`src/rtl/cbfs_pkg.sv`:
```
// cbfs_pkg: shared codes and fixed widths of the cubic bezier flight stepper
// used by the stepper top level and its port checker; no dependencies
`default_nettype none

package cbfs_pkg;

  // request codes
  localparam logic [1:0] REQ_TICK   = 2'd0;
  localparam logic [1:0] REQ_START  = 2'd1;
  localparam logic [1:0] REQ_CANCEL = 2'd2;

  // result status codes
  localparam logic [1:0] ST_IDLE    = 2'd0;
  localparam logic [1:0] ST_MOVING  = 2'd1;
  localparam logic [1:0] ST_HANDOFF = 2'd2;

  // configuration register indexes
  localparam int CFG_INDEX_WIDTH = 3;
  localparam logic [CFG_INDEX_WIDTH-1:0] REG_CTRL0     = 3'd0;
  localparam logic [CFG_INDEX_WIDTH-1:0] REG_CTRL1     = 3'd1;
  localparam logic [CFG_INDEX_WIDTH-1:0] REG_CTRL2     = 3'd2;
  localparam logic [CFG_INDEX_WIDTH-1:0] REG_CTRL3     = 3'd3;
  localparam logic [CFG_INDEX_WIDTH-1:0] REG_RATE      = 3'd4;
  localparam logic [CFG_INDEX_WIDTH-1:0] REG_WINDOW_Z  = 3'd5;
  localparam logic [CFG_INDEX_WIDTH-1:0] REG_THRESHOLD = 3'd6;

  // fixed field widths and fraction bits
  localparam int REQ_WIDTH     = 2;
  localparam int STATUS_WIDTH  = 2;
  localparam int ELAPSED_WIDTH = 16;
  localparam int ELAPSED_FRAC  = 16;
  localparam int RATE_WIDTH    = 24;
  localparam int RATE_FRAC     = 16;
  localparam int WIN_WIDTH     = 19;
  localparam int VEL_WIDTH     = 24;

  // reset values: rate of 1.0 per second, z window of 0.01 m
  localparam logic [RATE_WIDTH-1:0] RATE_RESET = 24'd65536;
  localparam logic [WIN_WIDTH-1:0]  WIN_RESET  = 19'd41;

endpackage

`default_nettype wire

```
`src/rtl/cubic_bezier_flight_stepper.sv`:
```
// cubic_bezier_flight_stepper: steps t along a cubic bezier and reports position/velocity
// start, cancel and idle ticks go straight to the result register; a moving tick steps t,
// forms the weights and sums the position; a tick that hands off also forms velocity
// one item at a time: the next input transfer can be taken the cycle after the result is
// loaded; all products go through the single shared 2-operand multiplier
// sync active-high reset: not flying, t = 0, config registers to their defaults; uses cbfs_pkg
`default_nettype none

module cubic_bezier_flight_stepper
  import cbfs_pkg::*;
#(
  parameter int COORD_WIDTH     = 20,
  parameter int PARAM_FRAC_BITS = 16
) (
  input  wire                                clk,
  input  wire                                rst,
  // input channel
  input  wire                                in_valid,
  output logic                               in_ready,
  input  wire  [REQ_WIDTH-1:0]               req_type,
  input  wire  [ELAPSED_WIDTH-1:0]           elapsed,
  // result channel
  output logic                               out_valid,
  input  wire                                out_ready,
  output logic [STATUS_WIDTH-1:0]            status,
  output logic signed [COORD_WIDTH-1:0]      pos_x,
  output logic signed [COORD_WIDTH-1:0]      pos_y,
  output logic signed [COORD_WIDTH-1:0]      pos_z,
  output logic signed [VEL_WIDTH-1:0]        vel_x,
  output logic signed [VEL_WIDTH-1:0]        vel_y,
  output logic signed [VEL_WIDTH-1:0]        vel_z,
  output logic [PARAM_FRAC_BITS:0]           param_now,
  // configuration write port
  input  wire                                cfg_wr_en,
  input  wire  [CFG_INDEX_WIDTH-1:0]         cfg_index,
  input  wire  [3*COORD_WIDTH-1:0]           cfg_wr_data
);

  // ---------------------------------------------------------------------------
  // widths
  // ---------------------------------------------------------------------------
  localparam int CW   = COORD_WIDTH;
  localparam int F    = PARAM_FRAC_BITS;
  localparam int PW   = F + 1;                 // t, u and weights before scaling
  localparam int CDW  = 3 * CW;                // packed control point
  localparam int WW   = F + 4;                 // signed weight / coefficient
  localparam int DQW  = CW + 4;                // derivative in coordinate units
  // multiplier operand width covers weights, coordinates, dq and the rate
  localparam int MW_A = (WW > DQW) ? WW : DQW;
  localparam int MW   = (MW_A > RATE_WIDTH + 1) ? MW_A : RATE_WIDTH + 1;
  localparam int PRODW = 2 * MW;
  localparam int AW   = PRODW + 2;             // accumulator over four products
  localparam int UW   = 2 * F + 2;             // rounding of a Q1.F x Q1.F product
  // parameter step: bits of elapsed * rate that land at or above t's lsb
  localparam int DT_LO = ELAPSED_FRAC + RATE_FRAC - F;
  localparam int DT_HI = ELAPSED_WIDTH + RATE_WIDTH - 1;
  localparam int SW    = DT_HI - DT_LO + 2;
  localparam int DZW   = (CW + 2 > WIN_WIDTH + 2) ? CW + 2 : WIN_WIDTH + 2;

  localparam logic [PW-1:0] ONE       = PW'(longint'(1) << F);
  localparam logic [PW-1:0] TD_MAX    = PW'((999 * (longint'(1) << F) + 500) / 1000);
  localparam logic [PW-1:0] THR_RESET = PW'((995 * (longint'(1) << F) + 500) / 1000);
  localparam logic [UW-1:0] RED_HALF  = UW'(longint'(1) << (F - 1));
  localparam logic signed [AW-1:0] ACC_HALF = AW'(longint'(1) << (F - 1));
  localparam logic signed [AW-1:0] POS_MAX  = AW'((longint'(1) << (CW - 1)) - 1);
  localparam logic signed [AW-1:0] POS_MIN  = -POS_MAX - AW'(1);
  localparam logic signed [PRODW-1:0] VEL_HALF = PRODW'(longint'(1) << (RATE_FRAC - 1));
  localparam logic signed [PRODW-1:0] VEL_MAX  =
    PRODW'((longint'(1) << (VEL_WIDTH - 1)) - 1);
  localparam logic signed [PRODW-1:0] VEL_MIN  = -VEL_MAX - PRODW'(1);

  // ---------------------------------------------------------------------------
  // sequencer state and product tags
  // ---------------------------------------------------------------------------
  typedef enum logic [4:0] {
    S_IDLE, S_DT, S_TWAIT, S_TU, S_UU, S_TT, S_W0, S_W1, S_W2, S_W3,
    S_MAC, S_PDRAIN, S_DZ, S_NEAR, S_C0, S_C1, S_C2, S_CWAIT, S_COEF,
    S_DDRAIN, S_VEL, S_VDRAIN, S_OUT
  } state_t;

  // what the product register holds, handled in the cycle after issue
  typedef enum logic [3:0] {
    OP_NONE, OP_DT, OP_U2, OP_T2, OP_W0, OP_W1, OP_W2, OP_W3,
    OP_C0, OP_C1, OP_C2, OP_POS, OP_DER, OP_VEL
  } op_t;

  typedef struct packed {
    op_t        op;
    logic [1:0] kk;
    logic [1:0] ax;
  } tag_t;

  state_t state;
  tag_t   tag;
  logic [1:0] kk;          // control point index in the mac loop
  logic [1:0] ax;          // axis index
  logic       der_phase;   // mac loop runs the derivative coefficients
  logic       in_flight;
  logic [PW-1:0] curve_param;
  logic [STATUS_WIDTH-1:0] status_r;

  // configuration registers
  logic [CDW-1:0]        ctrl_point [4];
  logic [RATE_WIDTH-1:0] param_rate;
  logic [WIN_WIDTH-1:0]  end_window_z;
  logic [PW-1:0]         end_param_threshold;

  // datapath registers
  logic signed [PRODW-1:0] prod;
  logic [ELAPSED_WIDTH-1:0] elapsed_r;
  logic [PW-1:0] tr, u, td, ud, u2, t2;
  logic signed [WW-1:0] wt [4];
  logic signed [WW-1:0] c0, c1, c2;
  logic signed [AW-1:0] acc;
  logic signed [CW-1:0] pos_r [3];
  logic signed [DQW-1:0] dq_r [3];
  logic signed [VEL_WIDTH-1:0] vel_r [3];
  logic signed [DZW-1:0] dz;
  logic thr_hit;

  // combinational
  op_t op_next;
  logic signed [MW-1:0] opa, opb;
  logic signed [CW-1:0] coord_sel;
  logic signed [CW-1:0] end_z;
  logic [SW-1:0]  dt_sum;
  logic [PW-1:0]  t_clamp;
  logic [UW-1:0]  red_rnd;
  logic [PW-1:0]  red;
  logic [WW-1:0]  red3, red6;
  logic signed [AW-1:0] mac_sum, mac_sh;
  logic signed [CW-1:0] pos_sat;
  logic signed [PRODW-1:0] vel_sum, vel_sh;
  logic signed [VEL_WIDTH-1:0] vel_sat;
  logic signed [DZW-1:0] win_s;
  logic near_end;

  assign in_ready = (state == S_IDLE) && !rst;

  // ---------------------------------------------------------------------------
  // configuration writes
  // ---------------------------------------------------------------------------
  always_ff @(posedge clk) begin
    if (rst) begin
      for (int i = 0; i < 4; i++) ctrl_point[i] <= '0;
      param_rate          <= RATE_RESET;
      end_window_z        <= WIN_RESET;
      end_param_threshold <= THR_RESET;
    end else if (cfg_wr_en) begin
      unique case (cfg_index)
        REG_CTRL0:     ctrl_point[0] <= cfg_wr_data;
        REG_CTRL1:     ctrl_point[1] <= cfg_wr_data;
        REG_CTRL2:     ctrl_point[2] <= cfg_wr_data;
        REG_CTRL3:     ctrl_point[3] <= cfg_wr_data;
        REG_RATE:      param_rate <= cfg_wr_data[RATE_WIDTH-1:0];
        REG_WINDOW_Z:  end_window_z <= cfg_wr_data[WIN_WIDTH-1:0];
        REG_THRESHOLD: end_param_threshold <= cfg_wr_data[PW-1:0];
        default: ;  // index past the register list is dropped
      endcase
    end
  end

  // ---------------------------------------------------------------------------
  // shared multiplier operand select
  // ---------------------------------------------------------------------------
  assign coord_sel = $signed(ctrl_point[kk][ax*CW +: CW]);
  assign end_z     = $signed(ctrl_point[3][2*CW +: CW]);

  always_comb begin
    opa = '0;
    opb = '0;
    unique case (state)
      S_DT: begin
        opa = MW'(elapsed_r);
        opb = MW'(param_rate);
      end
      S_UU: begin opa = MW'(u);  opb = MW'(u);  end
      S_TT: begin opa = MW'(tr); opb = MW'(tr); end
      S_W0: begin opa = MW'(u2); opb = MW'(u);  end
      S_W1: begin opa = MW'(u2); opb = MW'(tr); end
      S_W2: begin opa = MW'(t2); opb = MW'(u);  end
      S_W3: begin opa = MW'(t2); opb = MW'(tr); end
      S_C0: begin opa = MW'(ud); opb = MW'(ud); end
      S_C1: begin opa = MW'(ud); opb = MW'(td); end
      S_C2: begin opa = MW'(td); opb = MW'(td); end
      S_MAC: begin
        opa = MW'(wt[kk]);
        opb = MW'(coord_sel);
      end
      S_VEL: begin
        opa = MW'(dq_r[ax]);
        opb = MW'(param_rate);
      end
      default: ;
    endcase
  end

  // tag issued along with the operands of this cycle
  always_comb begin
    unique case (state)
      S_DT:    op_next = OP_DT;
      S_UU:    op_next = OP_U2;
      S_TT:    op_next = OP_T2;
      S_W0:    op_next = OP_W0;
      S_W1:    op_next = OP_W1;
      S_W2:    op_next = OP_W2;
      S_W3:    op_next = OP_W3;
      S_C0:    op_next = OP_C0;
      S_C1:    op_next = OP_C1;
      S_C2:    op_next = OP_C2;
      S_MAC:   op_next = der_phase ? OP_DER : OP_POS;
      S_VEL:   op_next = OP_VEL;
      default: op_next = OP_NONE;
    endcase
  end

  // ---------------------------------------------------------------------------
  // product post-processing
  // ---------------------------------------------------------------------------
  // parameter step, clamped at one
  assign dt_sum  = SW'(curve_param) + SW'(prod[DT_HI:DT_LO]);
  assign t_clamp = (dt_sum > SW'(ONE)) ? ONE : dt_sum[PW-1:0];

  // Q1.F x Q1.F back to Q1.F with half-up rounding
  assign red_rnd = prod[UW-1:0] + RED_HALF;
  assign red     = red_rnd[2*F:F];
  assign red3    = WW'(red) + (WW'(red) << 1);
  assign red6    = red3 << 1;

  // mac: the first product of an axis brings the rounding half along
  assign mac_sum = (tag.kk == 2'd0) ? AW'(prod) + ACC_HALF : acc + AW'(prod);
  assign mac_sh  = mac_sum >>> F;
  assign pos_sat = (mac_sh > POS_MAX) ? POS_MAX[CW-1:0] :
                   (mac_sh < POS_MIN) ? POS_MIN[CW-1:0] : mac_sh[CW-1:0];

  // velocity: derivative times rate, rounded and saturated
  assign vel_sum = prod + VEL_HALF;
  assign vel_sh  = vel_sum >>> RATE_FRAC;
  assign vel_sat = (vel_sh > VEL_MAX) ? VEL_MAX[VEL_WIDTH-1:0] :
                   (vel_sh < VEL_MIN) ? VEL_MIN[VEL_WIDTH-1:0] : vel_sh[VEL_WIDTH-1:0];

  // near-end test: |dz| < window, or t at or above the threshold
  assign win_s    = DZW'(end_window_z);
  assign near_end = ((dz < win_s) && (dz > -win_s)) || thr_hit;

  // ---------------------------------------------------------------------------
  // datapath registers
  // ---------------------------------------------------------------------------
  always_ff @(posedge clk) begin
    prod <= opa * opb;

    if (state == S_IDLE && in_valid) begin
      elapsed_r <= elapsed;
    end
    if (state == S_TU) begin
      u       <= ONE - tr;
      td      <= (tr < TD_MAX) ? tr : TD_MAX;
      thr_hit <= (tr >= end_param_threshold);
    end
    if (state == S_UU) begin
      ud <= ONE - td;
    end
    if (state == S_DZ) begin
      dz <= DZW'(end_z) - DZW'(pos_r[2]);
    end
    // derivative weights folded onto the points: -c0, c0-c1, c1-c2, c2
    if (state == S_COEF) begin
      wt[0] <= -c0;
      wt[1] <= c0 - c1;
      wt[2] <= c1 - c2;
      wt[3] <= c2;
    end

    unique case (tag.op)
      OP_DT: tr <= t_clamp;
      OP_U2: u2 <= red;
      OP_T2: t2 <= red;
      OP_W0: wt[0] <= $signed(WW'(red));
      OP_W1: wt[1] <= $signed(red3);
      OP_W2: wt[2] <= $signed(red3);
      OP_W3: wt[3] <= $signed(WW'(red));
      OP_C0: c0 <= $signed(red3);
      OP_C1: c1 <= $signed(red6);
      OP_C2: c2 <= $signed(red3);
      OP_POS: begin
        acc <= mac_sum;
        if (tag.kk == 2'd3) pos_r[tag.ax] <= pos_sat;
      end
      OP_DER: begin
        acc <= mac_sum;
        if (tag.kk == 2'd3) dq_r[tag.ax] <= mac_sh[DQW-1:0];
      end
      OP_VEL: vel_r[tag.ax] <= vel_sat;
      default: ;
    endcase
  end

  // ---------------------------------------------------------------------------
  // sequencer, flight state and result register
  // ---------------------------------------------------------------------------
  always_ff @(posedge clk) begin
    if (rst) begin
      state       <= S_IDLE;
      tag         <= '{op: OP_NONE, kk: 2'd0, ax: 2'd0};
      kk          <= 2'd0;
      ax          <= 2'd0;
      der_phase   <= 1'b0;
      in_flight   <= 1'b0;
      curve_param <= '0;
      status_r    <= ST_IDLE;
      out_valid   <= 1'b0;
    end else begin
      tag.op <= op_next;
      // a result leaves on its transfer unless the next one is loaded now
      if (out_valid && out_ready && state != S_OUT) out_valid <= 1'b0;

      // new t is committed as soon as the step product comes back
      if (tag.op == OP_DT) curve_param <= t_clamp;

      unique case (state)
        S_IDLE: begin
          if (in_valid) begin
            status_r <= ST_IDLE;
            unique case (req_type)
              REQ_START: begin
                curve_param <= '0;
                in_flight   <= 1'b1;
                state       <= S_OUT;
              end
              REQ_CANCEL: begin
                in_flight <= 1'b0;
                state     <= S_OUT;
              end
              REQ_TICK: begin
                state <= in_flight ? S_DT : S_OUT;
              end
              default: state <= S_OUT;  // unused code acts as an idle tick
            endcase
          end
        end
        S_DT:    state <= S_TWAIT;
        S_TWAIT: state <= S_TU;
        S_TU:    state <= S_UU;
        S_UU:    state <= S_TT;
        S_TT:    state <= S_W0;
        S_W0:    state <= S_W1;
        S_W1:    state <= S_W2;
        S_W2:    state <= S_W3;
        S_W3: begin
          kk        <= 2'd0;
          ax        <= 2'd0;
          der_phase <= 1'b0;
          state     <= S_MAC;
        end
        // four weighted points per axis, three axes
        S_MAC: begin
          tag.kk <= kk;
          tag.ax <= ax;
          if (kk == 2'd3) begin
            kk <= 2'd0;
            if (ax == 2'd2) begin
              ax    <= 2'd0;
              state <= der_phase ? S_DDRAIN : S_PDRAIN;
            end else begin
              ax <= ax + 2'd1;
            end
          end else begin
            kk <= kk + 2'd1;
          end
        end
        S_PDRAIN: state <= S_DZ;
        S_DZ:     state <= S_NEAR;
        S_NEAR: begin
          if (near_end) begin
            state <= S_C0;
          end else begin
            status_r <= ST_MOVING;
            state    <= S_OUT;
          end
        end
        S_C0:    state <= S_C1;
        S_C1:    state <= S_C2;
        S_C2:    state <= S_CWAIT;
        S_CWAIT: state <= S_COEF;
        S_COEF: begin
          kk        <= 2'd0;
          ax        <= 2'd0;
          der_phase <= 1'b1;
          state     <= S_MAC;
        end
        S_DDRAIN: state <= S_VEL;
        S_VEL: begin
          tag.ax <= ax;
          if (ax == 2'd2) begin
            ax    <= 2'd0;
            state <= S_VDRAIN;
          end else begin
            ax <= ax + 2'd1;
          end
        end
        S_VDRAIN: begin
          status_r  <= ST_HANDOFF;
          in_flight <= 1'b0;
          state     <= S_OUT;
        end
        // load the result once the previous one has been transferred
        S_OUT: begin
          if (!out_valid || out_ready) begin
            out_valid <= 1'b1;
            status    <= status_r;
            pos_x     <= (status_r != ST_IDLE) ? pos_r[0] : '0;
            pos_y     <= (status_r != ST_IDLE) ? pos_r[1] : '0;
            pos_z     <= (status_r != ST_IDLE) ? pos_r[2] : '0;
            vel_x     <= (status_r == ST_HANDOFF) ? vel_r[0] : '0;
            vel_y     <= (status_r == ST_HANDOFF) ? vel_r[1] : '0;
            vel_z     <= (status_r == ST_HANDOFF) ? vel_r[2] : '0;
            param_now <= curve_param;
            state     <= S_IDLE;
          end
        end
        default: state <= S_IDLE;
      endcase
    end
  end

endmodule

`default_nettype wire

```
`config.mk`:
```
export PLATFORM = sky130hd
export DESIGN_NAME = cubic_bezier_flight_stepper
export DESIGN_NICKNAME = d
export VERILOG_FILES = /design/src/rtl/cbfs_pkg.sv /design/src/rtl/cubic_bezier_flight_stepper.sv
export SDC_FILE = /design/constraint.sdc
export NUM_CORES = 2
export LEC_CHECK = 0
export ABC_AREA = 1
export BUFFER_PORTS_ARGS = -buffer_cell sky130_fd_sc_hd__buf_4
export CAP_MARGIN = 10
export CELL_PAD_IN_SITES_DETAIL_PLACEMENT = 1
export CELL_PAD_IN_SITES_GLOBAL_PLACEMENT = 1
export CORE_MARGIN = 2
export CORE_UTILIZATION = 40
export DETAILED_ROUTE_END_ITERATION = 16
export PLACE_DENSITY_LB_ADDON = 0.1
export SLEW_MARGIN = 20
export SYNTH_ARGS = -nofsm -noshare
export SYNTH_HDL_FRONTEND = slang
export SYNTH_SLANG_ARGS = --single-unit
```
`constraint.sdc`:
```
create_clock -name clk -period 18.05 [get_ports clk]
set_input_delay 2.7075 -clock clk [delete_from_list [all_inputs] [get_ports clk]]
set_output_delay 2.7075 -clock clk [all_outputs]
set_load 0.02 [all_outputs]
```
== Word level (Yosys, flattened, before mapping) ==
Memory sizes are Yosys's and may differ from the RTL's. A register that Yosys moved wholly into a read port is not among the register bits.
Cells that the tools add are included.

* Memories: 5
* Flip-flop bits (word level): 440
* Word-level logic and storage cells: 257
* Input port bits: 86
* Bits in writable memories: 524

* Shift operators: 1
* Multiplexer cells: 88
* Equality and inequality tests: 55
* Reduce and logical (&&, ||, !) cells: 42
* $mul: 2
* Add/subtract/negate cells: 15
* Order comparisons: 9
* Bitwise operators: 9

{| class="wikitable"
|+ Memory list
! memory !! depth !! bits a word !! rd ports !! clocked after Yosys merged registers in !! wr ports !! RTL line !! RTL
|-
| ctrl_point || 4 || 60 || 2 || 1 || 4 || cubic_bezier_flight_stepper.sv:103 || <nowiki>logic [CDW-1:0] ctrl_point [4];</nowiki>
|-
| wt || 4 || 20 || 1 || 1 || 4 || cubic_bezier_flight_stepper.sv:112 || <nowiki>logic signed [WW-1:0] wt [4];</nowiki>
|-
| dq_r || 3 || 24 || 1 || 1 || 1 || cubic_bezier_flight_stepper.sv:116 || <nowiki>logic signed [DQW-1:0] dq_r [3];</nowiki>
|-
| vel_r || 3 || 24 || 3 || 3 || 1 || cubic_bezier_flight_stepper.sv:117 || <nowiki>logic signed [VEL_WIDTH-1:0] vel_r [3];</nowiki>
|-
| pos_r || 3 || 20 || 3 || 2 || 1 || cubic_bezier_flight_stepper.sv:115 || <nowiki>logic signed [CW-1:0] pos_r [3];</nowiki>
|}

{| class="wikitable"
|+ Operator list
! operator !! number
|-
| 2-to-1 mux 60 bit || 4
|-
| one-hot mux 25 bit (9 select lines) || 1
|-
| one-hot mux 25 bit (6 select lines) || 1
|-
| 2-to-1 mux 20 bit || 6
|-
| one-hot mux 5 bit (22 select lines) || 1
|-
| 2-to-1 mux 17 bit || 5
|-
| variable part select 60 x 8 -> 20 bit || 1
|-
| adder 52 x 50 -> 52 bit || 1
|-
| 2-to-1 mux 52 bit || 1
|-
| adder 50 x 17 -> 51 bit, second input constant || 1
|-
| adder 50 x 17 -> 50 bit, second input constant || 1
|-
| multiplier 25 x 25 -> 50 bit || 1
|-
| 2-to-1 mux 24 bit || 2
|-
| one-hot mux 4 bit (12 select lines) || 1
|-
| 2-to-1 mux 5 bit || 9
|-
| equality test 5 x 4 -> 1 bit, second input constant || 8
|-
| subtractor 20 bit || 2
|-
| 2-to-1 mux 1 bit || 39
|-
| > comparator 36 x 20 -> 1 bit, second input constant || 1
|-
| less-than comparator 36 x 20 -> 1 bit, second input constant || 1
|-
| equality test 5 bit, second input constant || 7
|-
| > comparator 34 x 24 -> 1 bit, second input constant || 1
|-
| less-than comparator 34 x 24 -> 1 bit, second input constant || 1
|-
| subtractor 17 bit, first input constant || 2
|-
| other kinds (48) || 123
|}

== Depth between registers and ports, before layout ==
* Word-level depth: 7
* Gate-level depth with buffers: 42

== Worst setup path before layout ==
Ideal clock, no wire load.

* Path kind: input to register
* Start: input rst
* End: register param_now[0] (enable)
* Data required time: 17204 ps
* Stages: 2
* Arrival time: 13129 ps
* Library setup time: 846 ps
* Path slack: 4075 ps
* Cells stage by stage: clkbuf_1 -> nor3_1

* Cells in the longest elaborated chain, start to end: 2

{| class="wikitable"
|+ Ends and longest elaborated chain
! element !! RTL line !! RTL
|-
| from (decl) || cubic_bezier_flight_stepper.sv:16 || <nowiki>input wire rst,</nowiki>
|-
| NOT 1 bit (no source line) || n/a ||
|-
| AND reduction 3 bit (no source line) || n/a ||
|-
| to (signal assigned) || cubic_bezier_flight_stepper.sv:417 || <nowiki>param_now <= curve_param;</nowiki>
|-
| to (decl) || cubic_bezier_flight_stepper.sv:32 || <nowiki>output logic [PARAM_FRAC_BITS:0] param_now,</nowiki>
|}

Every way passes these cells.
A chain may end at the register's enable or synchronous reset.

==> results.toml <==
[status]
status = "finished, final reports clean"

[clock_network]
cts_sinks = 1076
clk_latency_ns = 0.79
post_cts_resized = 0
post_cts_buffers = 0
clk_pin_slew_ns = 0.06
cts_made_buffers = 121
cts-root-buf = "clkbuf_16"
cts_tree = "done"
holdBufCountCts = 0
cts_buffer_depth = 3
htree_num_levels = 3

[timing]
worstMarginPinSlew_ns = 1.225
hold_viol = 0
finClkSkew_ns = 0.04165
timing.final.crit_share_pct = 59.57
slew_headroom_pct = 18.33
rsz0062_at_grt = "false"
setup_viol = 0
max_freq_mhz = 93.01
min_period_ns = 10.75
setup_tns_ns = 0
slew_violations = 0
setup_slack_ns = 7.298

[setup_path]
r2r_cells = 34
end_kind = "flop"
timing.rr.end = "prod[48]"
crit_path_top_delay_cell = "clkinv_1"
worstSetupPathType = "flop to flop"
worst_path_largest_cell_delay_ns = 0.79
cp_max_fo = 120
cp.arrival_ns = 11.46
reg2reg_setup_slack_ns = 7.30
required_ns = 18.76
start_kind = "flop"

[drt]
wl_mm = 299.0
drt_iter0_markers = 4597
remaining_drc_errors = 0
ant_nets = 0
wl_per_cell_um = 26.43
avgViaCountPerCell = 5.403
drt_first_pass_iters = 5
routed-via-count = 61110

[pwr]
leakagePower_nw = 39.25
combPwrFrac_pct = 50.9
vdd_drop_max_v = 0.0001051
p_int_w = 0.006427
p_per_area_mw_per_mm2 = 146.4
total_power_w = 0.01251
power_frac_seq_pct = 28.4
clkPwrFrac_pct = 20.6
p_switching_w = 0.006082
netSwitchingFraction_pct = 48.62

[logic_synthesis]
ys_ff_latch = 1076
yosysWarnings = 0
syn_avg_cell_area_um2 = 9.022
netlist.area_leader.share_pct = 36.03
synth_enable_flop_cells = 918
synth-main-ff-cell = "edfxtp_1"
ys_seq_area_share_pct = 40.17
syn_area_mm2 = 0.07651
synth_nets = 9559
yosys-top-cells-area = "edfxtp_1 36%, fa_1 17%, inv_1 8.0%, nand2_1 7.8%, ha_1 5.6%"
yosys.area.top_type = "edfxtp_1"
synthArstFlopShare_pct = 0
post_synth_num_cell_types = 71
postSynthCellCount = 8480

[placed_design]
io_buffers = 238
post-place-cells = 11070
hpwl_mm = 235.1
place_congestion = 0.9271
dp_slack_ns = 7.382
place_area_mm2 = 0.08128

[floorplanning]
core.rowCount = 160
die_x_um = 441.3
die_y_um = 441.3
dieArea_mm2 = 0.1948
start_util_pct = 40.23
num_io_pins = 239
core_mm2 = 0.1902

[final_layout]
syn2layout_area_growth_pct = 11.68
final_area_mm2 = 0.08544
final_common_cell = "inv_1"
drive_gt1_share_pct = 7.892
final_cell_mix = "1,623 x inv_1, 1,586 x nand2_1, 1,079 x nor2_1"
nets = 9766
fin_cells = 11310

[hold_path]
holdPathEnd = "end_param_threshold[13]"
min_from = "end_param_threshold[13]"
whs_path_depth = 2
hold_path.class = "flop to flop"

[global_routing]
grt_pass1_vias = 64110
grt_pass1_wl_mm = 436.3
overflow = 0
grt_max_degree = 121
antenna_found_initial = 19
grt_use_total_pct = 30.66

[job]
cap_violations = 0
## worst max-delay path: cells and delay by family, from the launching register on
| family | cells | cell delay (ns) |
|---|---|---|
| fa+ha+maj | 8 | 4.12 |
| xor+xnor | 1 | 0.15 |
| simple gates | 13 | 2.01 |
| buf+inv | 8 | 2.23 |
| flops | 1 | 0.71 |
| compound gates | 4 | 1.16 |
## metal layers
layer,part of all wire (%),GRT usage [%]
met4,3.8,10.65
met1,42,40.55
met2,48,52.05
met5,0.0043,0
met3,5.9,3.615
## area by class of cell
| class | count | area (µm²) |
|---|---|---|
| Antenna cell | 6 | 15.01 |
| Clock buffer | 147 | 3232 |
| Clock inverter | 83 | 890.9 |
| Fill cell | 21990 | 104700 |
| Inverter | 1661 | 6237 |
| Multi-Input combinational cell | 5480 | 38550 |
| Sequential cell | 1076 | 30730 |
| Tap cell | 2511 | 3142 |
| Timing Repair Buffer | 347 | 2643 |
## stage by stage
step	utilization, %	hold WS, ns
after floorplan	-	0.4281
after global placement	42.72	0.4583
after detailed placement	42.74	0.4671
after CTS	44.90	0.4827
after global routing	44.92	0.5118
final	44.93	0.4799
## synthesized netlist by cell type (all sizes together) (23+ instances only)
master	instances
nand2	1608
nor3	65
xnor2	72
o22ai	125
xor2	149
a31oi	28
o21ai	413
a221oi	26
nand4	73
inv	1657
dfxtp	158
buf	111
nor4	26
clkbuf	152
fa	648
a21oi	384
o211ai	23
nand3	205
ha	345
nor2	1125
edfxtp	918
## power by group through the flow
stage,Sequential (W),Clock [W],Combinational [W]
detailed placement,0.00360,0,0.00637
global route,0.00356,0.00270,0.00688
finish,0.00356,0.00258,0.00637
global placement,0.00360,0,0.00626
floorplan,0.00344,0,0.00355
CTS,0.00355,0.00262,0.00640
## how the worst max path moves through the flow
stage / depth (start not counted) / end / slack, ns
CTS: 34 / prod[48] / 7.39
global route: 34 / prod[48] / 6.79
finish: 34 / prod[48] / 7.30
detailed placement: 34 / prod[48] / 7.38
global placement: 34 / prod[48] / 7.44
floorplan: 2 / param_now[0] / 4.08
## state kept, by name, indices dropped and copies added (netlist names), 50 cells and up, named ones only
register / cells
acc: 52
ctrl_point: 240
dq_r: 72
pos_r: 60
prod: 50
vel_r: 72
wt: 79
## cells by family after synthesis
group	count (synthesis)	share of synthesized area, %
XOR/XNOR	221	2.530
other	1	0.004902
buffers and inverters	1924	9.692
flip-flops	1076	40.17
adder cells (fa/ha/maj)	993	22.60
AND/OR/NAND/NOR	3147	16.70
AO/OA/AOI/OAI	1118	8.305
No activity file was read; power rests on OpenSTA's default activity.
